<file path="config.mk">
export PLATFORM = sky130hd
export DESIGN_NAME = pnh_ram
export DESIGN_NICKNAME = d
export VERILOG_FILES = /design/src/design/assert_macros.svh /design/src/design/pnh_ram.sv
export SDC_FILE = /design/constraint.sdc
export NUM_CORES = 1
export LEC_CHECK = 0
export ABC_AREA = 1
export BUFFER_PORTS_ARGS = -buffer_cell sky130_fd_sc_hd__buf_2
export CAP_MARGIN = 20
export CORE_MARGIN = 1
export CORE_UTILIZATION = 52
export CTS_BUF_LIST = sky130_fd_sc_hd__clkbuf_8 sky130_fd_sc_hd__clkbuf_16
export DETAILED_ROUTE_END_ITERATION = 7
export PLACE_DENSITY = 0.83
export SLEW_MARGIN = 10
export SYNTH_ARGS = -nofsm -noshare
export SYNTH_HDL_FRONTEND = slang
export SYNTH_SLANG_ARGS = --single-unit
</file>
<file path="constraint.sdc">
create_clock -name clk -period 2.7 [get_ports clk]
set_clock_uncertainty 0.15 [all_clocks]
set_input_delay 0.27 -clock clk [delete_from_list [all_inputs] [get_ports clk]]
set_output_delay 0.27 -clock clk [all_outputs]
set_load 0.05 [all_outputs]
</file>
<file path="src/design/assert_macros.svh">
// ----------------------------------------------------------------------------
// Assertion macros
// Shared concurrent assertion forms, clocked on clk and disabled in reset.
// ----------------------------------------------------------------------------
`ifndef ASSERT_MACROS_SVH
`define ASSERT_MACROS_SVH

// Same-cycle implication: when ante holds, cons must hold on the same edge.
`define PNH_ASSERT_NOW(label, ante, cons, msg) \
	label: assert property (@(posedge clk) disable iff (!arst_n) (ante) |-> (cons)) \
		else $error(msg);

// Next-cycle implication: when ante holds, cons must hold on the following edge.
`define PNH_ASSERT_NEXT(label, ante, cons, msg) \
	label: assert property (@(posedge clk) disable iff (!arst_n) (ante) |=> (cons)) \
		else $error(msg);

`endif

</file>
<file path="src/design/pnh_ram.sv">
// ----------------------------------------------------------------------------
// pnh_ram
// Simple dual-port RAM: one write port, one read port with registered data.
// ----------------------------------------------------------------------------
`timescale 1ns / 1ps
`default_nettype none

module pnh_ram #(
	parameter int unsigned WIDTH = 8,
	parameter int unsigned DEPTH = 2,
	localparam int unsigned AW = (DEPTH > 1) ? $clog2(DEPTH) : 1
) (
	input  logic             clk,
	input  logic             we,
	input  logic [AW-1:0]    waddr,
	input  logic [WIDTH-1:0] wdata,
	input  logic [AW-1:0]    raddr,
	output logic [WIDTH-1:0] rdata
);

	logic [WIDTH-1:0] mem_q [DEPTH];

	always_ff @(posedge clk) begin
		if (we) begin
			mem_q[waddr] <= wdata;
		end
		rdata <= mem_q[raddr];
	end

endmodule

`default_nettype wire

</file>
==> impl_metrics.tcl <==
set metrics [dict create \
    critical_path_required_ns 2.28 \
    clock-sinks 24 \
    syn-instance-count 54 \
    hpwl_um 620.5 \
    avgViaCountPerCell 4.615 \
    cp_cell_sequence "buf_2" \
    path_class "reg2out" \
    rrSetupSlack_ns 1.93 \
    pin_count 20 \
    design_area_um2 908.4 \
    ir_drop_mv 0.4235 \
    avgSynthCellArea_um2 14.09 \
    worstReg2RegStart "mem_q[1][7]$_DFFE_PP_" \
    timing.fmax_mhz 810.4 \
    grt_usage_pct 13.64 \
    diodes 0 \
    crit_arrival_ns 0.81 \
    worstRegToRegCells 2 \
    synth_top_area_share_pct 63.16 \
    clock_latency_ns 0.25 \
    worst_pin_slew_ns 0.5787 \
    maxSlewViolCount 0 \
    async_flop_share_pct 0 \
    wire_per_inst_um 9.659 \
    finalSetupViolations 0 \
    synth_area_um2 760.7 \
    wl_met1_um 342 \
    grt_start_max_net_pins 14 \
    finalHoldViolCount 0 \
    portBuffers 19 \
    drtIter0Drc 4 \
    grt_pass1_vias 363 \
    dp_cells 87 \
    slew_headroom_pct 61.28 \
    die_y_um 40.25 \
    utilization_pct 68.11 \
    yosysMostFrequentCell "nand2_1" \
    dr.max_layer_used "met3" \
    fin_crit_ns 1.234 \
    cts_tree "built" \
    hold_class "in2reg" \
    finalCritPeriodShare_pct 45.70 \
    synth.area.top_cells "edfxtp_1, dfxtp_1, nand2_1, buf_6, inv_1" \
    ys.flop_type "edfxtp_1" \
    yosysWarningCount 0 \
    grt_pass1_wl_um 1276 \
    hold_start "wdata[5]" \
    syn-num-nets 66 \
    drcViolationCount 0 \
    p_leak_nw 0.4091 \
    overflow 0 \
    tns_ns 0 \
    maxCapViolations 0 \
    drive_gt1_share_pct 30.26 \
    crit_path_top_delay_cell "dfxtp_1" \
    area_growth_pct 19.41 \
    yosys.area.top_type "edfxtp_1" \
    wl_met3_um 67 \
    numCtsBuffers 3 \
    path_max_fanout 1 \
    rsz0062_at_grt "no" \
    nets 89 \
    whs_ns 0.04898 \
    cts-root-buf "clkbuf_8" \
    grt_antenna_before_repair 0 \
    wl_um 879 \
    met2_length_um 470 \
    worstHoldEndpoint "mem_q[1][5]$_DFFE_PP_" \
    start_util_pct 57.04 \
    die-width_um 40.25 \
    holdPathStages 1 \
    clk_path_buf_depth 2 \
    final_cell_count_no_fill 91 \
    die_area_um2 1620 \
    post_cts_buffers 0 \
    r2r_end "rdata[7]$_DFF_P_" \
    via_count 420 \
    powerDensity_nw_per_um2 773.8 \
    seq_area_frac_synth_pct 84.21 \
    place_area_um2 863.3 \
    ys_seq_elements 24 \
    synth_commonest_cells "nand2_1, edfxtp_1, dfxtp_1" \
    clk_pin_slew_worst_paths_ns 0.08 \
    timing.critical_path.buf_inv 1 \
    cpPeakStageDelay_ns 0.31 \
    synth_edf_count 16 \
    synth.distinct_cells 7 \
    cts_resized 0 \
    status "complete, no violations" \
    rows 13 \
    postCtsHoldBufs 0 \
    cts_max_level 1 \
    cp_top_family "flip-flops" \
    core_area_um2 1334 \
    gp_congestion 0.7011 \
    end_kind "output port" \
    ant_nets 0 \
    first_pass_iters 2 \
    critPathLaunchType "register" \
]
==> report_power, final <==
part / switching (mW) / internal, mW / total [mW]
combinational: 0.0582 / 0.0180 / 0.0762
sequential: 0.00548 / 0.420 / 0.426
clock: 0.0998 / 0.101 / 0.201
==> cell families (layout without fill, tap and decap cells) <==
family / count (synthesis) / in the layout / synth area share [%]
and+or+nand+nor: 26 / 26 / 12.83
DFF: 24 / 24 / 84.21
buffers and inverters: 4 / 26 / 2.960
==> per-layer routing <==
metal | vias to the layer above | GRT usage, %
met4 | 0 | 5.000
met2 | 15 | 25.40
li1 | 219 | -
met1 | 186 | 11.36
met5 | - | 0
met3 | 0 | 8.333
==> metrics by stage <==
stage / power, mW / setup slack (ns)
floorplan: 0.4894 / 1.520
global placement: 0.5091 / 1.343
detailed placement: 0.5109 / 1.320
CTS: 0.7080 / 1.457
global route: 0.7286 / 1.402
finish: 0.7029 / 1.466
==> layout by cell type, fill, tap and decap left out <==
cell	n
dfxtp_1	8
inv_1	2
nor2_1	1
inv_2	1
edfxtp_1	16
clkbuf_8	3
nand2_1	25
buf_2	19
clkinv_1	1
==> state kept, by name, indices dropped and copies added (netlist names) <==
name and cells:
rdata 8, mem_q 16
==> cell type report <==
type                            count  area [µm²]
Sequential cell                    24       640.6
Fill cell                          93       425.4
Multi-Input combinational cell     26       97.59
Timing Repair Buffer               19       95.09
Clock buffer                        3       41.29
Tap cell                           15       18.77
Inverter                            3       11.26
Clock inverter                      1       3.754
==> worst max path at each step <==
stage	from	end	slack, ns	cells past startpoint
after global routing	rdata[0]$_DFF_P_	rdata[0]	1.40	1
after detailed placement	we	mem_q[0][4]$_DFFE_PP_	1.32	3
after floorplan	we	mem_q[0][0]$_DFFE_PP_	1.52	2
after CTS	rdata[2]$_DFF_P_	rdata[2]	1.46	1
after global placement	waddr	mem_q[0][4]$_DFFE_PP_	1.34	2
final	rdata[2]$_DFF_P_	rdata[2]	1.47	1
Note: power is estimated with default switching activity, not from simulation.
