==> config.mk <==
export PLATFORM = sky130hd
export DESIGN_NAME = pnh_outbuf
export DESIGN_NICKNAME = d
export VERILOG_FILES = /design/src/design/pnh_pkg.sv /design/src/design/pnh_outbuf.sv
export VERILOG_INCLUDE_DIRS = /design/src /design/src/design
export SDC_FILE = /design/constraint.sdc
export NUM_CORES = 1
export LEC_CHECK = 0
export ABC_AREA = 1
export BUFFER_PORTS_ARGS = -buffer_cell sky130_fd_sc_hd__buf_4
export CAP_MARGIN = 20
export CORE_UTILIZATION = 51
export DETAILED_ROUTE_END_ITERATION = 8
export HOLD_SLACK_MARGIN = 0.03
export PLACE_DENSITY_LB_ADDON = 0.25
export SLEW_MARGIN = 20
export SYNTH_ARGS = -nofsm -noshare
export SYNTH_HDL_FRONTEND = slang
export SYNTH_SLANG_ARGS = --single-unit
==> constraint.sdc <==
create_clock -name clk -period 7.55 [get_ports clk]
set_input_delay 0.3775 -clock clk [delete_from_list [all_inputs] [get_ports clk]]
set_output_delay 0.3775 -clock clk [all_outputs]
set_load 0.01 [all_outputs]
==> src/design/assert_macros.svh <==
// ----------------------------------------------------------------------------
// Assertion macros
// Shared concurrent assertion forms, clocked on clk and disabled in reset.
// ----------------------------------------------------------------------------
`ifndef ASSERT_MACROS_SVH
`define ASSERT_MACROS_SVH

// Same-cycle implication: when ante holds, cons must hold on the same edge.
`define PNH_ASSERT_NOW(label, ante, cons, msg) \
	label: assert property (@(posedge clk) disable iff (!arst_n) (ante) |-> (cons)) \
		else $error(msg);

// Next-cycle implication: when ante holds, cons must hold on the following edge.
`define PNH_ASSERT_NEXT(label, ante, cons, msg) \
	label: assert property (@(posedge clk) disable iff (!arst_n) (ante) |=> (cons)) \
		else $error(msg);

`endif

==> src/design/pnh_pkg.sv <==
// ----------------------------------------------------------------------------
// pnh_pkg
// Types, character codes, status codes and hash helpers for the path
// normalize and hash unit.
// ----------------------------------------------------------------------------
`timescale 1ns / 1ps
`default_nettype none

package pnh_pkg;

	localparam int unsigned DEF_MAX_PATH_BYTES = 256;
	localparam int unsigned DEF_MAX_PARTS      = 64;

	// result bus width, whole bytes
	localparam int unsigned TDATA_W = 104;

	localparam logic [63:0] FNV_BASIS = 64'hcbf29ce484222325;

	localparam logic [7:0] CH_NUL    = 8'h00;
	localparam logic [7:0] CH_SLASH  = 8'h2f;
	localparam logic [7:0] CH_BSLASH = 8'h5c;
	localparam logic [7:0] CH_DOT    = 8'h2e;
	localparam logic [7:0] CH_COLON  = 8'h3a;
	localparam logic [7:0] CH_UP_A   = 8'h41;
	localparam logic [7:0] CH_UP_Z   = 8'h5a;
	localparam logic [7:0] CH_LO_A   = 8'h61;
	localparam logic [7:0] CH_LO_Z   = 8'h7a;

	typedef enum logic [2:0] {
		ST_OK          = 3'd0,
		ST_TOO_LONG    = 3'd1,
		ST_ABOVE_ROOT  = 3'd2,
		ST_TOO_MANY    = 3'd3,
		ST_RESULT_LONG = 3'd4,
		ST_AT_LIMIT    = 3'd5
	} status_t;

	// open component: length saturates at three, dots = only '.' seen so far
	typedef struct packed {
		logic       active;
		logic [1:0] len;
		logic       dots;
	} token_t;

	// packed so that status lands in the lowest bits
	typedef struct packed {
		logic [7:0]  name_length;
		logic [7:0]  name_offset;
		logic [63:0] path_hash;
		logic [5:0]  component_count;
		logic [7:0]  norm_length;
		status_t     status;
	} result_t;

	typedef struct packed {
		logic out_valid;
		logic skid_valid;
	} buf_stat_t;

	// One FNV-1a step. The prime 2^40 + 0x1b3 is sparse: shift and add.
	function automatic logic [63:0] fnv_step(logic [63:0] h, logic [7:0] c);
		logic [63:0] x;
		x = h ^ {56'd0, c};
		return (x << 40) + (x << 8) + (x << 7) + (x << 5) + (x << 4) + (x << 1) + x;
	endfunction

	localparam logic [63:0] ROOT_HASH = fnv_step(FNV_BASIS, CH_SLASH);

	function automatic logic is_letter(logic [7:0] c);
		return ((c >= CH_UP_A) && (c <= CH_UP_Z)) || ((c >= CH_LO_A) && (c <= CH_LO_Z));
	endfunction

endpackage

`default_nettype wire

==> src/design/pnh_outbuf.sv <==
// ----------------------------------------------------------------------------
// pnh_outbuf
// Result register with a skid entry behind it.
// ----------------------------------------------------------------------------
`timescale 1ns / 1ps
`default_nettype none

`include "assert_macros.svh"

module pnh_outbuf (
	input  logic                clk,
	input  logic                arst_n,
	input  logic                res_valid,
	input  pnh_pkg::result_t    res,
	output logic                out_valid,
	input  logic                out_ready,
	output pnh_pkg::result_t    out_res,
	output pnh_pkg::buf_stat_t  stat
);

	logic              out_valid_q, skid_valid_q, stall;
	pnh_pkg::result_t  out_q, skid_q;

	assign stall = out_valid_q && !out_ready;

	always_ff @(posedge clk or negedge arst_n) begin
		if (!arst_n) begin
			out_valid_q  <= 1'b0;
			skid_valid_q <= 1'b0;
		end else if (stall) begin
			if (res_valid) begin
				skid_valid_q <= 1'b1;
			end
		end else if (skid_valid_q) begin
			out_valid_q  <= 1'b1;
			skid_valid_q <= 1'b0;
		end else begin
			out_valid_q <= res_valid;
		end
	end

	always_ff @(posedge clk) begin
		if (stall) begin
			if (res_valid) begin
				skid_q <= res;
			end
		end else if (skid_valid_q) begin
			out_q <= skid_q;
		end else if (res_valid) begin
			out_q <= res;
		end
	end

	assign out_valid       = out_valid_q;
	assign out_res         = out_q;
	assign stat.out_valid  = out_valid_q;
	assign stat.skid_valid = skid_valid_q;

	`PNH_ASSERT_NOW(a_skid_behind_out, skid_valid_q, out_valid_q, "skid holds item with empty output")
	`PNH_ASSERT_NOW(a_no_overrun, res_valid, !skid_valid_q, "result arrived with skid full")
	`PNH_ASSERT_NEXT(a_skid_drains, skid_valid_q && out_ready, !skid_valid_q || out_valid_q,
		"skid not moving forward")

endmodule

`default_nettype wire

==> results.txt <==
The worst setup slack after layout came out at 4516 ps. The overall overflow remaining after global route came out at 0. Buffers inserted to repair hold after CTS numbered 1. Synthesis instantiated 10 different standard cells from the library. The number of instances resized during post-cts repair is 0. Yosys attributes the largest share of cell area to sky130_fd_sc_hd__edfxtp_1 (80%), sky130_fd_sc_hd__o21ai_0 (6.7%), sky130_fd_sc_hd__inv_1 (5.1%). The worst setup path is of the register to register kind. The clock passes through at most 2 buffers. The total routing resource utilization after global routing came out at 18.59%. The final total power came out at 2.463 mW. The fraction of power spent switching nets is 21.11%. The actual transition at the worst max-transition pin came out at 980.1 ps. The number of nets in the synthesized netlist is 621.

The later-pin clock latency in the skew report came out at 420 ps. The arrival time at the worst endpoint is 3080 ps. The chip width came out at 121.6 um.

After technology mapping, the gate count stands at 520. The clock tree from TritonCTS is yes. The endpoint identified for the worst register-to-register timing path is out_res[59]$_DFFE_PP_. After the first detailed-routing iteration, the DRC count stood at 407.

Once the clock tree was built, the setup fixing pass inserted 0 buffers. The signal on the critical path passes through nor2_1, nor2_4, buf_4. The largest fanout on the critical path is 96.

The post-synthesis register bit count came out at 196. The total length of routed wires is 13220 um. The initial antenna violation count is 0. The final critical path takes up 40.18% of the cycle. The number of cells on the worst reg-to-reg path is 3. Internal power comes to 1.943 mW. Grouping stages by cell kind, the critical path spends the most delay in flip-flops.

The type of destination of the critical path is a register. The synthesized design spends more area on one cell type than any other, namely sky130_fd_sc_hd__edfxtp_1. The tree is rooted in a sky130_fd_sc_hd__clkbuf_16. The die span in y came out at 121.6 um. The worst slew margin relative to its limit is 34.66%.

The maximum clock skew at final layout is 9.576 ps. The area of the die is 14780 sq um. The worst path required time came out at 7590 ps. The final layout net count came out at 822. The setup-violating endpoint count in the final report is 0. In the routed layout, each cell is associated on average with a via count of 4.735. The fraction of power consumed by sequential logic came out at 53.8%.

The min-delay analysis places its worst path in the category primary input to register. The most used flip-flop cell after synthesis is sky130_fd_sc_hd__edfxtp_1. The detail route stage leaves a number of antenna-violating nets equal to 0. The largest net degree at the start of global routing came out at 102. Setup repair after global routing left no endpoint under its margin. The area fraction of the dominant cell type after synthesis is 79.90%. The areal power density over the cells came out at 258.4 nW/um^2.

The weighted congestion at the end of routability-driven global placement is 0.7527. The switching power came out at 0.5200 mW. Adding up every negative setup slack in the final design gives 0 ps. The combinational fraction of design power came out at 9.5%. The start point of the worst min-delay path is res[46]. Among all stages on the critical path, the largest delay is contributed by sky130_fd_sc_hd__dfrtp_4. The number of buffers added on ports is 200. The detailed-router iteration count before antenna repair is 5. sky130_fd_sc_hd__edfxtp_1 is the most common cell in the netlist. In this run the critical register-to-register path is launched from skid_valid_q$_DFFE_PN0P_. STA classifies the critical path startpoint as a register. Sequential elements use 80.59% of the synthesized area. Pin placement for this block handled 201 I/O pins. The hold-critical path depth is 1. The number of buffers inserted during clock tree synthesis is 17. Cells fill 68.39% of the core in the end. The count of standard-cell rows came out at 43.

The final-report max-slew violation count came to 0. The clock transition at the registers of the reported paths came out at 70 ps. The final routed wire length divided by cell count is 14.47 um.

The max-capacitance violation count is 0. The share of layout cells above drive strength 1 is 31.88%. The worst hold path terminates at skid_q[46]$_DFFE_PP_. After synthesis the cells add up to 7291 sq um. The placed wire-length estimate after detailed placement is 8626 um. The async set-or-reset flop fraction in the synthesized netlist came out at 1.020%. The analysis attributes to cell leakage a power of 3.946 nW. The largest vdd supply drop came out at 152.7 uV. In the synthesized netlist, the cells that appear most often are sky130_fd_sc_hd__edfxtp_1 (194), sky130_fd_sc_hd__inv_1 (100), sky130_fd_sc_hd__nand2_1 (99), sky130_fd_sc_hd__o21ai_0 (97), sky130_fd_sc_hd__buf_4 (9). The peak clock frequency supported by timing is 0.3297 GHz. The count of warnings emitted by yosys is 0.

The via count of the first global-routing pass came out at 4086. At the placement stage, the worst setup path has a slack of 4477 ps. From synthesis to final layout, the design area changed by 30.72%. The total vias in the final route came out at 4328.

The slack of the worst reg-to-reg path came out at 4520 ps. The number of DRC violations after detailed routing came out at 0. The number of hold violations in the final report is 0. The first-pass GRT wire length is 20010 um.

The synthesized area per cell is 14.02 sq um. The clock net in this run drives a total of 196 sinks. The repair_antennas step left the layout with diodes totalling 0. The CTS H-tree depth is 4. On the worst path, the slowest cell contributes a delay of 930 ps. The core footprint came out at 13930 sq um. The number of buffers and inverters on the critical path is 1. The worst path in the final design needs a cycle of 3034 ps, including I/O delays and setup. The clock network accounts for 36.7% of the total power. Counting flops with a built-in enable in the synthesized netlist gives 194. The effective utilization at floorplan came out at 52.32%.

The flow ran to the end, and the final reports show no timing, DRC or antenna violations.
## metrics by stage
step	instance area (sq um)	hold slack, ps	cells
finish	9530	133.6	914
global route	9530	109.3	914
CTS	9503	111.4	913
detailed placement	8895	161.8	880
global placement	8895	161.1	880
floorplan	7291	81.91	520
## per-layer routing
metal,vias up,global-route usage [%],part of all wire [%]
met5,-,0,0
met4,0,8.333,1.4
met3,17,6.273,9.0
met2,179,27.66,46
met1,1981,24.94,44
li1,2151,-,-
## layout make-up
| cell class | count | area (sq um) |
|---|---|---|
| well taps | 180 | 225.2 |
| flip-flops and latches | 196 | 5879 |
| clock inverters | 9 | 130.1 |
| multi-input cells | 201 | 890.9 |
| fillers | 998 | 4404 |
| clock buffers | 23 | 467.9 |
| repair buffers | 205 | 1562 |
| inverters | 100 | 375.4 |
## worst max-delay path by stage
stage	start	slack, ps	endpoint	cells after the start
2_1_floorplan	skid_valid_q$_DFFE_PN0P_	2310	out_res[0]$_DFFE_PP_	3
3_3_place_gp	skid_valid_q$_DFFE_PN0P_	4560	out_res[58]$_DFFE_PP_	3
3_5_place_dp	skid_valid_q$_DFFE_PN0P_	4480	out_res[59]$_DFFE_PP_	3
4_1_cts	skid_valid_q$_DFFE_PN0P_	4470	out_res[59]$_DFFE_PP_	3
5_1_grt	skid_valid_q$_DFFE_PN0P_	4200	out_res[56]$_DFFE_PP_	3
6_report	skid_valid_q$_DFFE_PN0P_	4520	out_res[59]$_DFFE_PP_	3
## cell usage in the layout (no fill, tap or decap), drive strengths merged
cell type	instances
buf	204
edfxtp	194
inv	100
nand2	99
o21ai	97
clkbuf	23
clkinv	6
nor2	5
bufinv	3
dfrtp	2
dlygate4sd3	1
## cell families after synthesis
group | Yosys count | synth area share, %
flip-flops | 196 | 80.59
AO/OA/AOI/OAI | 97 | 6.659
AND/OR/NAND/NOR | 104 | 5.354
buffers and inverters | 123 | 7.396
## power groups by stage
stage                     clock network, mW  registers [mW]  logic (mW)
after global routing                  0.958            1.33       0.258
after floorplan                           0            1.37      0.0824
after CTS                             0.922            1.33       0.235
final                                 0.905            1.32       0.233
after global placement                    0            1.35       0.227
after detailed placement                  0            1.35       0.235
## registers in the layout (all words and copies together), names as in the netlist
signal,cells
skid_valid_q,1
out_valid,1
skid_q,97
out_res,97
Note: power is estimated with default switching activity, not from simulation.
