**src/design/assert_macros.svh**
```systemverilog
// ----------------------------------------------------------------------------
// Assertion macros
// Shared concurrent assertion forms, clocked on clk and disabled in reset.
// ----------------------------------------------------------------------------
`ifndef ASSERT_MACROS_SVH
`define ASSERT_MACROS_SVH

// Same-cycle implication: when ante holds, cons must hold on the same edge.
`define PNH_ASSERT_NOW(label, ante, cons, msg) \
	label: assert property (@(posedge clk) disable iff (!arst_n) (ante) |-> (cons)) \
		else $error(msg);

// Next-cycle implication: when ante holds, cons must hold on the following edge.
`define PNH_ASSERT_NEXT(label, ante, cons, msg) \
	label: assert property (@(posedge clk) disable iff (!arst_n) (ante) |=> (cons)) \
		else $error(msg);

`endif

```
**src/design/pnh_pkg.sv**
```systemverilog
// ----------------------------------------------------------------------------
// pnh_pkg
// Types, character codes, status codes and hash helpers for the path
// normalize and hash unit.
// ----------------------------------------------------------------------------
`timescale 1ns / 1ps
`default_nettype none

package pnh_pkg;

	localparam int unsigned DEF_MAX_PATH_BYTES = 256;
	localparam int unsigned DEF_MAX_PARTS      = 64;

	// result bus width, whole bytes
	localparam int unsigned TDATA_W = 104;

	localparam logic [63:0] FNV_BASIS = 64'hcbf29ce484222325;

	localparam logic [7:0] CH_NUL    = 8'h00;
	localparam logic [7:0] CH_SLASH  = 8'h2f;
	localparam logic [7:0] CH_BSLASH = 8'h5c;
	localparam logic [7:0] CH_DOT    = 8'h2e;
	localparam logic [7:0] CH_COLON  = 8'h3a;
	localparam logic [7:0] CH_UP_A   = 8'h41;
	localparam logic [7:0] CH_UP_Z   = 8'h5a;
	localparam logic [7:0] CH_LO_A   = 8'h61;
	localparam logic [7:0] CH_LO_Z   = 8'h7a;

	typedef enum logic [2:0] {
		ST_OK          = 3'd0,
		ST_TOO_LONG    = 3'd1,
		ST_ABOVE_ROOT  = 3'd2,
		ST_TOO_MANY    = 3'd3,
		ST_RESULT_LONG = 3'd4,
		ST_AT_LIMIT    = 3'd5
	} status_t;

	// open component: length saturates at three, dots = only '.' seen so far
	typedef struct packed {
		logic       active;
		logic [1:0] len;
		logic       dots;
	} token_t;

	// packed so that status lands in the lowest bits
	typedef struct packed {
		logic [7:0]  name_length;
		logic [7:0]  name_offset;
		logic [63:0] path_hash;
		logic [5:0]  component_count;
		logic [7:0]  norm_length;
		status_t     status;
	} result_t;

	typedef struct packed {
		logic out_valid;
		logic skid_valid;
	} buf_stat_t;

	// One FNV-1a step. The prime 2^40 + 0x1b3 is sparse: shift and add.
	function automatic logic [63:0] fnv_step(logic [63:0] h, logic [7:0] c);
		logic [63:0] x;
		x = h ^ {56'd0, c};
		return (x << 40) + (x << 8) + (x << 7) + (x << 5) + (x << 4) + (x << 1) + x;
	endfunction

	localparam logic [63:0] ROOT_HASH = fnv_step(FNV_BASIS, CH_SLASH);

	function automatic logic is_letter(logic [7:0] c);
		return ((c >= CH_UP_A) && (c <= CH_UP_Z)) || ((c >= CH_LO_A) && (c <= CH_LO_Z));
	endfunction

endpackage

`default_nettype wire

```
**src/design/pnh_core.sv**
```systemverilog
// ----------------------------------------------------------------------------
// pnh_core
// Per-byte path scanner: separator and drive handling, component tracking,
// FNV-1a update, snapshot stack control and final result formation.
// ----------------------------------------------------------------------------
`timescale 1ns / 1ps
`default_nettype none

`include "assert_macros.svh"

module pnh_core #(
	parameter int unsigned MAX_PATH_BYTES = pnh_pkg::DEF_MAX_PATH_BYTES,
	parameter int unsigned MAX_PARTS      = pnh_pkg::DEF_MAX_PARTS,
	localparam int unsigned LW = $clog2(MAX_PATH_BYTES + 1),
	localparam int unsigned CW = $clog2(MAX_PARTS + 1),
	localparam int unsigned AW = $clog2(MAX_PARTS),
	localparam int unsigned DW = 64 + LW
) (
	input  logic              clk,
	input  logic              arst_n,
	input  logic              in_valid,
	input  logic [7:0]        in_byte,
	input  logic              in_last,
	output logic              st_we,
	output logic [AW-1:0]     st_waddr,
	output logic [DW-1:0]     st_wdata,
	output logic [AW-1:0]     st_raddr,
	input  logic [DW-1:0]     st_rdata,
	output logic              res_valid,
	output pnh_pkg::result_t  res
);

	localparam logic [LW-1:0] POS_LIMIT   = LW'(MAX_PATH_BYTES);
	localparam logic [LW-1:0] POS_LAST_OK = LW'(MAX_PATH_BYTES - 1);
	localparam logic [CW-1:0] CNT_LIMIT   = CW'(MAX_PARTS);

	// scan state
	logic [LW-1:0]     pos_q, pos_d;
	logic [63:0]       hash_q, hash_d;
	logic [63:0]       slash_q, slash_d;
	logic [LW-1:0]     len_q, len_d;
	logic [CW-1:0]     cnt_q, cnt_d;
	pnh_pkg::token_t   tok_q, tok_d;
	pnh_pkg::status_t  err_q, err_d;
	logic              nul_q, nul_d;
	logic              drive_q, drive_d;

	// snapshot of the open component and of the component below it
	logic [63:0]       open_h_q, top_h_q;
	logic [LW-1:0]     open_l_q, top_l_q;

	logic              proc, live, is_sep, is_nul, revert, feed, absorb, start, sep_end;
	logic              fin, dot1, dot2, too_long, restart;
	logic [63:0]       base_h, mul_h, a_hash, snap_h, slash_src;
	logic [LW-1:0]     a_len, snap_l, noff;
	pnh_pkg::token_t   tok_abs, fin_tok;
	logic [63:0]       f_hash, f_top_h;
	logic [LW-1:0]     f_len, f_top_l;
	logic [CW-1:0]     f_cnt, rd_pre;
	pnh_pkg::status_t  f_err;

	always_comb begin
		proc    = in_valid && (pos_q < POS_LAST_OK);
		live    = !nul_q && (err_q == pnh_pkg::ST_OK);
		is_sep  = (in_byte == pnh_pkg::CH_SLASH) || (in_byte == pnh_pkg::CH_BSLASH);
		is_nul  = (in_byte == pnh_pkg::CH_NUL);
		// drive letter already taken as text: a colon right after it undoes it
		revert  = proc && (pos_q == LW'(1)) && drive_q && (in_byte == pnh_pkg::CH_COLON);
		feed    = proc && live && !revert;
		absorb  = feed && !is_sep && !is_nul;
		start   = absorb && !tok_q.active;
		sep_end = feed && (is_sep || is_nul) && tok_q.active;

		// token start hashes from the precomputed slash hash
		base_h = tok_q.active ? hash_q : slash_q;
		mul_h  = pnh_pkg::fnv_step(base_h, in_byte);

		tok_abs.active = 1'b1;
		if (start) begin
			tok_abs.len = 2'd1;
		end else if (tok_q.len == 2'd3) begin
			tok_abs.len = 2'd3;
		end else begin
			tok_abs.len = tok_q.len + 2'd1;
		end
		tok_abs.dots = (start || tok_q.dots) && (in_byte == pnh_pkg::CH_DOT);

		fin_tok = absorb ? tok_abs : tok_q;
		a_hash  = absorb ? mul_h : hash_q;
		a_len   = absorb ? (len_q + (start ? LW'(2) : LW'(1))) : len_q;

		fin  = sep_end || (in_valid && in_last && live && !revert && fin_tok.active);
		dot1 = fin_tok.dots && (fin_tok.len == 2'd1);
		dot2 = fin_tok.dots && (fin_tok.len == 2'd2);

		snap_h = start ? hash_q : open_h_q;
		snap_l = start ? len_q : open_l_q;

		f_hash    = a_hash;
		f_len     = a_len;
		f_cnt     = cnt_q;
		f_err     = err_q;
		f_top_h   = top_h_q;
		f_top_l   = top_l_q;
		slash_src = hash_q;
		if (fin) begin
			if (dot1) begin
				f_hash    = snap_h;
				f_len     = snap_l;
				slash_src = open_h_q;
			end else if (dot2) begin
				if (cnt_q == '0) begin
					f_err = pnh_pkg::ST_ABOVE_ROOT;
				end else begin
					f_cnt     = cnt_q - CW'(1);
					f_hash    = top_h_q;
					f_len     = top_l_q;
					f_top_h   = st_rdata[DW-1:LW];
					f_top_l   = st_rdata[LW-1:0];
					slash_src = top_h_q;
				end
			end else if (cnt_q >= CNT_LIMIT) begin
				f_err = pnh_pkg::ST_TOO_MANY;
			end else begin
				f_cnt   = cnt_q + CW'(1);
				f_top_h = snap_h;
				f_top_l = snap_l;
			end
		end

		too_long = pos_q >= POS_LAST_OK;
		restart  = (in_valid && in_last) || revert;

		// next state
		pos_d   = pos_q;
		hash_d  = hash_q;
		slash_d = slash_q;
		len_d   = len_q;
		cnt_d   = cnt_q;
		tok_d   = tok_q;
		err_d   = err_q;
		nul_d   = nul_q;
		drive_d = drive_q;
		if (in_valid) begin
			pos_d   = (pos_q < POS_LIMIT) ? pos_q + LW'(1) : pos_q;
			hash_d  = f_hash;
			len_d   = f_len;
			cnt_d   = f_cnt;
			err_d   = f_err;
			nul_d   = nul_q || (feed && is_nul);
			drive_d = proc && (pos_q == '0) && pnh_pkg::is_letter(in_byte);
			if (absorb) begin
				tok_d = tok_abs;
			end else if (sep_end) begin
				tok_d.active = 1'b0;
			end
			if (sep_end) begin
				slash_d = pnh_pkg::fnv_step(slash_src, pnh_pkg::CH_SLASH);
			end
		end
		if (restart) begin
			if (in_last) begin
				pos_d = '0;
			end
			hash_d  = pnh_pkg::FNV_BASIS;
			slash_d = pnh_pkg::ROOT_HASH;
			len_d   = '0;
			cnt_d   = '0;
			tok_d   = '0;
			err_d   = pnh_pkg::ST_OK;
			nul_d   = 1'b0;
			drive_d = 1'b0;
		end

		// stack: push snapshot at token start, keep reading two below the count
		st_we    = start && (cnt_q < CNT_LIMIT);
		st_waddr = cnt_q[AW-1:0];
		st_wdata = {hash_q, len_q};
		rd_pre   = cnt_d - CW'(2);
		st_raddr = rd_pre[AW-1:0];

		// result
		noff      = f_top_l + LW'(1);
		res_valid = in_valid && in_last;
		res       = '0;
		if (too_long) begin
			res.status = pnh_pkg::ST_TOO_LONG;
		end else if (f_err != pnh_pkg::ST_OK) begin
			res.status = f_err;
		end else if (f_cnt == '0) begin
			res.norm_length = 8'd1;
			res.path_hash   = pnh_pkg::ROOT_HASH;
		end else if (f_len >= POS_LIMIT) begin
			res.status = pnh_pkg::ST_RESULT_LONG;
		end else if (f_cnt >= CNT_LIMIT) begin
			res.status = pnh_pkg::ST_AT_LIMIT;
		end else begin
			res.norm_length     = 8'(f_len);
			res.component_count = 6'(f_cnt);
			res.path_hash       = f_hash;
			res.name_offset     = 8'(noff);
			res.name_length     = 8'(f_len - noff);
		end
	end

	always_ff @(posedge clk or negedge arst_n) begin
		if (!arst_n) begin
			pos_q   <= '0;
			hash_q  <= pnh_pkg::FNV_BASIS;
			slash_q <= pnh_pkg::ROOT_HASH;
			len_q   <= '0;
			cnt_q   <= '0;
			tok_q   <= '0;
			err_q   <= pnh_pkg::ST_OK;
			nul_q   <= 1'b0;
			drive_q <= 1'b0;
		end else begin
			pos_q   <= pos_d;
			hash_q  <= hash_d;
			slash_q <= slash_d;
			len_q   <= len_d;
			cnt_q   <= cnt_d;
			tok_q   <= tok_d;
			err_q   <= err_d;
			nul_q   <= nul_d;
			drive_q <= drive_d;
		end
	end

	always_ff @(posedge clk) begin
		if (start) begin
			open_h_q <= hash_q;
			open_l_q <= len_q;
		end
		if (in_valid) begin
			top_h_q <= f_top_h;
			top_l_q <= f_top_l;
		end
	end

	`PNH_ASSERT_NOW(a_cnt_range, 1'b1, cnt_q <= CNT_LIMIT, "component count beyond limit")
	`PNH_ASSERT_NEXT(a_clear_after_result, in_valid && in_last,
		(cnt_q == '0) && !tok_q.active && (pos_q == '0) && (err_q == pnh_pkg::ST_OK),
		"scan state not cleared after result")
	`PNH_ASSERT_NEXT(a_err_sticky, (err_q != pnh_pkg::ST_OK) && in_valid && !in_last,
		err_q == $past(err_q), "error code changed mid path")
	`PNH_ASSERT_NOW(a_tok_len, tok_q.active, len_q > open_l_q,
		"open component shorter than its snapshot")

endmodule

`default_nettype wire

```
**config.mk**
```make
export PLATFORM = sky130hd
export DESIGN_NAME = pnh_core
export DESIGN_NICKNAME = d
export VERILOG_FILES = /design/src/design/pnh_pkg.sv /design/src/design/pnh_core.sv
export VERILOG_INCLUDE_DIRS = /design/src /design/src/design
export SDC_FILE = /design/constraint.sdc
export NUM_CORES = 2
export LEC_CHECK = 0
export ABC_CLOCK_PERIOD_IN_PS = 18700
export BUFFER_PORTS_ARGS = -buffer_cell sky130_fd_sc_hd__buf_2
export CORE_MARGIN = 2
export CORE_UTILIZATION = 50
export CTS_CLUSTER_SIZE = 20
export DETAILED_ROUTE_END_ITERATION = 8
export MAX_ROUTING_LAYER = met4
export PLACE_DENSITY_LB_ADDON = 0.15
export SKIP_CTS_REPAIR_TIMING = 1
export SLEW_MARGIN = 20
export SYNTH_ARGS = -nofsm -noshare
export SYNTH_HDL_FRONTEND = slang
export SYNTH_SLANG_ARGS = --single-unit
```
**constraint.sdc**
```tcl
create_clock -name clk -period 18.7 [get_ports clk]
set_input_delay 0.935 -clock clk [delete_from_list [all_inputs] [get_ports clk]]
set_output_delay 0.935 -clock clk [all_outputs]
set_load 0.02 [all_outputs]
```
==> impl_summary.log <==
INFO  metric reg2regPathDepth = 30
INFO  metric asyncSetResetFlopFracSynth = 52.6%
INFO  metric die_area = 77500 µm²
INFO  metric timing.final.hold_violations = 0
INFO  metric path_depth = 29
INFO  metric cts.path.max_buffers = 3
INFO  metric io_buffers = 268
INFO  metric detailroute.via_count = 31979
INFO  metric drtAntennaViolNets = 0
INFO  metric synth.area.mux_share = 4.46%
INFO  metric worst_path_maximum_fanout = 64
INFO  metric tritoncts = built
INFO  metric syn_area_per_cell = 9.21 µm²
INFO  metric yosys.area_share.adder = 33.8%
INFO  metric final.hold.worst_slack = 0.295 ns
INFO  metric synth_common_cells = sky130_fd_sc_hd__inv_1 (598), sky130_fd_sc_hd__fa_1 (482), sky130_fd_sc_hd__nand2_1 (429)
INFO  metric synth_largest_area_cell = sky130_fd_sc_hd__fa_1
INFO  metric wl_per_cell = 27.5 µm
INFO  metric timing.final.max_slew_violations = 0
INFO  metric finalClockSkew = 0.0580 ns
INFO  metric synth_seq_cells = 308
INFO  metric worst_path_max_delay_cell = sky130_fd_sc_hd__buf_4
INFO  metric area_added_between_synthesis_and_finish = 9.21%
INFO  metric synthSimpleGateAreaFrac = 12.1%
INFO  metric syn_inst = 4085
INFO  metric filler_cell_count = 6935
INFO  metric rows = 100
INFO  metric syn-cell-area = 37600 µm²
INFO  metric layout-drive-gt1-share = 14.1%
INFO  metric cts_root_buffer = sky130_fd_sc_hd__clkbuf_16
INFO  metric share_of_the_synthesized_area_in_the_top_cell_type = 25.6%
INFO  metric cp-end-kind = register
INFO  metric drcViolationCount = 0
INFO  metric first_global_vias = 31706
INFO  metric drt_iter0_drc = 3410
INFO  metric timing.rr.start = pos_q[1]
INFO  metric grt_first_pass_wirelength = 213 mm
INFO  metric num_io_pins = 269
INFO  metric post-route-period-util = 56.1%
INFO  metric cp_slowest_stage_delay = 0.76 ns
INFO  metric clock_period_minus_worst_slack = 10.50 ns
INFO  metric clk_transition_reported_paths = 0.06 ns
INFO  metric total_wirelength = 144 mm
INFO  metric maxCapViolCount = 0
INFO  metric tightest_slew = 1.18 ns
INFO  metric outcome = complete, no violations
INFO  metric largest_family_of_logic_cells_by_synthesized_area = adder cells
INFO  metric dr.pass1.iters = 6
INFO  metric initial_utilization = 50.5%
INFO  metric synth-edff-count = 73
INFO  metric worst-r2r-setup-slack = 8.46 ns
INFO  metric design.final.nets = 5046
INFO  metric hpwl_after_detailed_placement = 114 mm
INFO  metric setup_repair_after_global_routing_missed_its_margin = no
INFO  metric syn-num-nets = 4892
INFO  metric die_height = 278 µm
INFO  metric max_slew_margin = 21.3%
INFO  metric postSynth.topFlopCell = sky130_fd_sc_hd__dfrtp_1
INFO  metric seq_area_frac_synth = 20.7%
INFO  metric cts_inserted_buffers = 40
INFO  metric overflow = 0
INFO  metric htree_levels = 2
INFO  metric timing.fmax = 95.3 MHz
INFO  metric synthDistinctLibCells = 105
INFO  metric worst-endpoint-required = 19.20 ns
INFO  metric timing.critical_path.arrival = 10.99 ns
INFO  metric fp.dieW = 278 µm
INFO  metric total_global_routing_track_utilization = 38.5%
INFO  metric dominant_cell_by_count_in_the_synthesized_netlist = sky130_fd_sc_hd__inv_1
INFO  metric clkLatencyLatePin = 0.61 ns
INFO  metric synthXorXnorAreaFrac = 4.40%
INFO  metric grt_antenna_before_repair = 8
INFO  metric fp.coreArea = 74400 µm²
INFO  metric ys.warnings.count = 0
INFO  metric worst_r2r_endpoint = slash_q[55]
INFO  metric route.detailed.vias_per_inst = 6.09
INFO  metric grt_max_degree = 67
INFO  metric critPathBufInv = 6
INFO  metric timing.setup.critical_path_class = input pin to register
INFO  metric finalSetupViolCount = 0
INFO  metric clkSinkCount = 308
INFO  metric timing.critical_path.from_type = input pin
INFO  metric critical_path.top_delay_family = compound AO/OA/AOI/OAI gates
INFO  metric setup_total_negative_slack = 0 ns
INFO  metric synth-compound-area-share = 16.4%
INFO  metric synth.top_cells.by_area = sky130_fd_sc_hd__fa_1 (26%), sky130_fd_sc_hd__ha_1 (8.0%), sky130_fd_sc_hd__dfrtp_1 (6.9%), sky130_fd_sc_hd__inv_1 (6.0%), sky130_fd_sc_hd__edfxtp_1 (5.8%)
INFO  metric min_path_type = input pin to async pin
INFO  metric place_congestion = 1.03
## worst max path at each step
| stage | from | to |
|---|---|---|
| after floorplan | in_byte[5] | slash_q[55] |
| after global placement | in_valid | slash_q[55] |
| after detailed placement | in_valid | slash_q[55] |
| after CTS | in_valid | slash_q[55] |
| after global routing | in_valid | slash_q[55] |
| final | in_valid | slash_q[55] |
## worst reg2reg max path: cells and delay by family, from the launching register on
| kind | cells | cell delay, ns |
|---|---|---|
| compound gates | 8 | 3.18 |
| xor+xnor | 1 | 0.11 |
| fa+ha+maj | 6 | 2.80 |
| buf+inv | 7 | 1.53 |
| flops | 1 | 0.43 |
| simple gates | 8 | 2.06 |
## metal layers
metal	GRT usage, %	up-vias	wire [µm]
met5	-	-	0
met3	8.70	273	14400
met2	55.9	1635	62700
met1	51.8	16051	60000
li1	-	14020	-
met4	16.3	0	7380
## cell families after synthesis
logic type	Yosys count
xor gates and xnor gates	184
adders and majority gates	729
AOI/OAI and AO/OA	917
and+or+nand+nor	995
muxes	155
buffers and inverters	797
DFF	308
## registers in the layout (all words and copies together), names as in the netlist
name	flops
top_h_q	64
len_q	9
slash_q	64
top_l_q	9
nul_q	1
err_q	3
tok_q	4
cnt_q	7
drive_q	1
pos_q	9
open_l_q	9
hash_q	64
open_h_q	64
## through the flow
step / std cells / util, % / area [µm²] / worst slack (ns)
after floorplan: 4085 / - / 37600 / 10.10
after global placement: 5166 / 53.4 / 39800 / 7.91
after detailed placement: 5166 / 53.4 / 39800 / 7.78
after CTS: 5239 / 55.2 / 41100 / 8.40
after global routing: 5246 / 55.2 / 41100 / 7.78
final: 5248 / 55.2 / 41100 / 8.20
## cell usage in the layout, fill, tap and decap left out, types with 87 or more instances in the layout
cell,synthesis,final
sky130_fd_sc_hd__inv_1,598,598
sky130_fd_sc_hd__fa_1,482,482
sky130_fd_sc_hd__nand2_1,429,424
sky130_fd_sc_hd__buf_2,21,267
sky130_fd_sc_hd__nor2_1,264,259
sky130_fd_sc_hd__ha_1,240,240
sky130_fd_sc_hd__a21oi_1,223,223
sky130_fd_sc_hd__o21ai_0,156,156
sky130_fd_sc_hd__xnor2_1,108,108
sky130_fd_sc_hd__a21o_1,103,103
sky130_fd_sc_hd__dfrtp_1,104,103
sky130_fd_sc_hd__mux2_2,96,96
sky130_fd_sc_hd__o22a_1,87,87
## area by class of cell
type	count	area, µm²	area share (%)
inverters	600	2250	5.49
repair buffers	309	1660	4.03
clock inverters	21	230	0.560
well taps	969	1210	2.95
diodes	9	22.5	0.0548
flip-flops and latches	308	7780	18.9
multi-input cells	2980	26900	65.4
clock buffers	52	1080	2.62
Power is not shown: default switching activity piles up to over one toggle a cycle in this logic, so the estimate is an artifact.
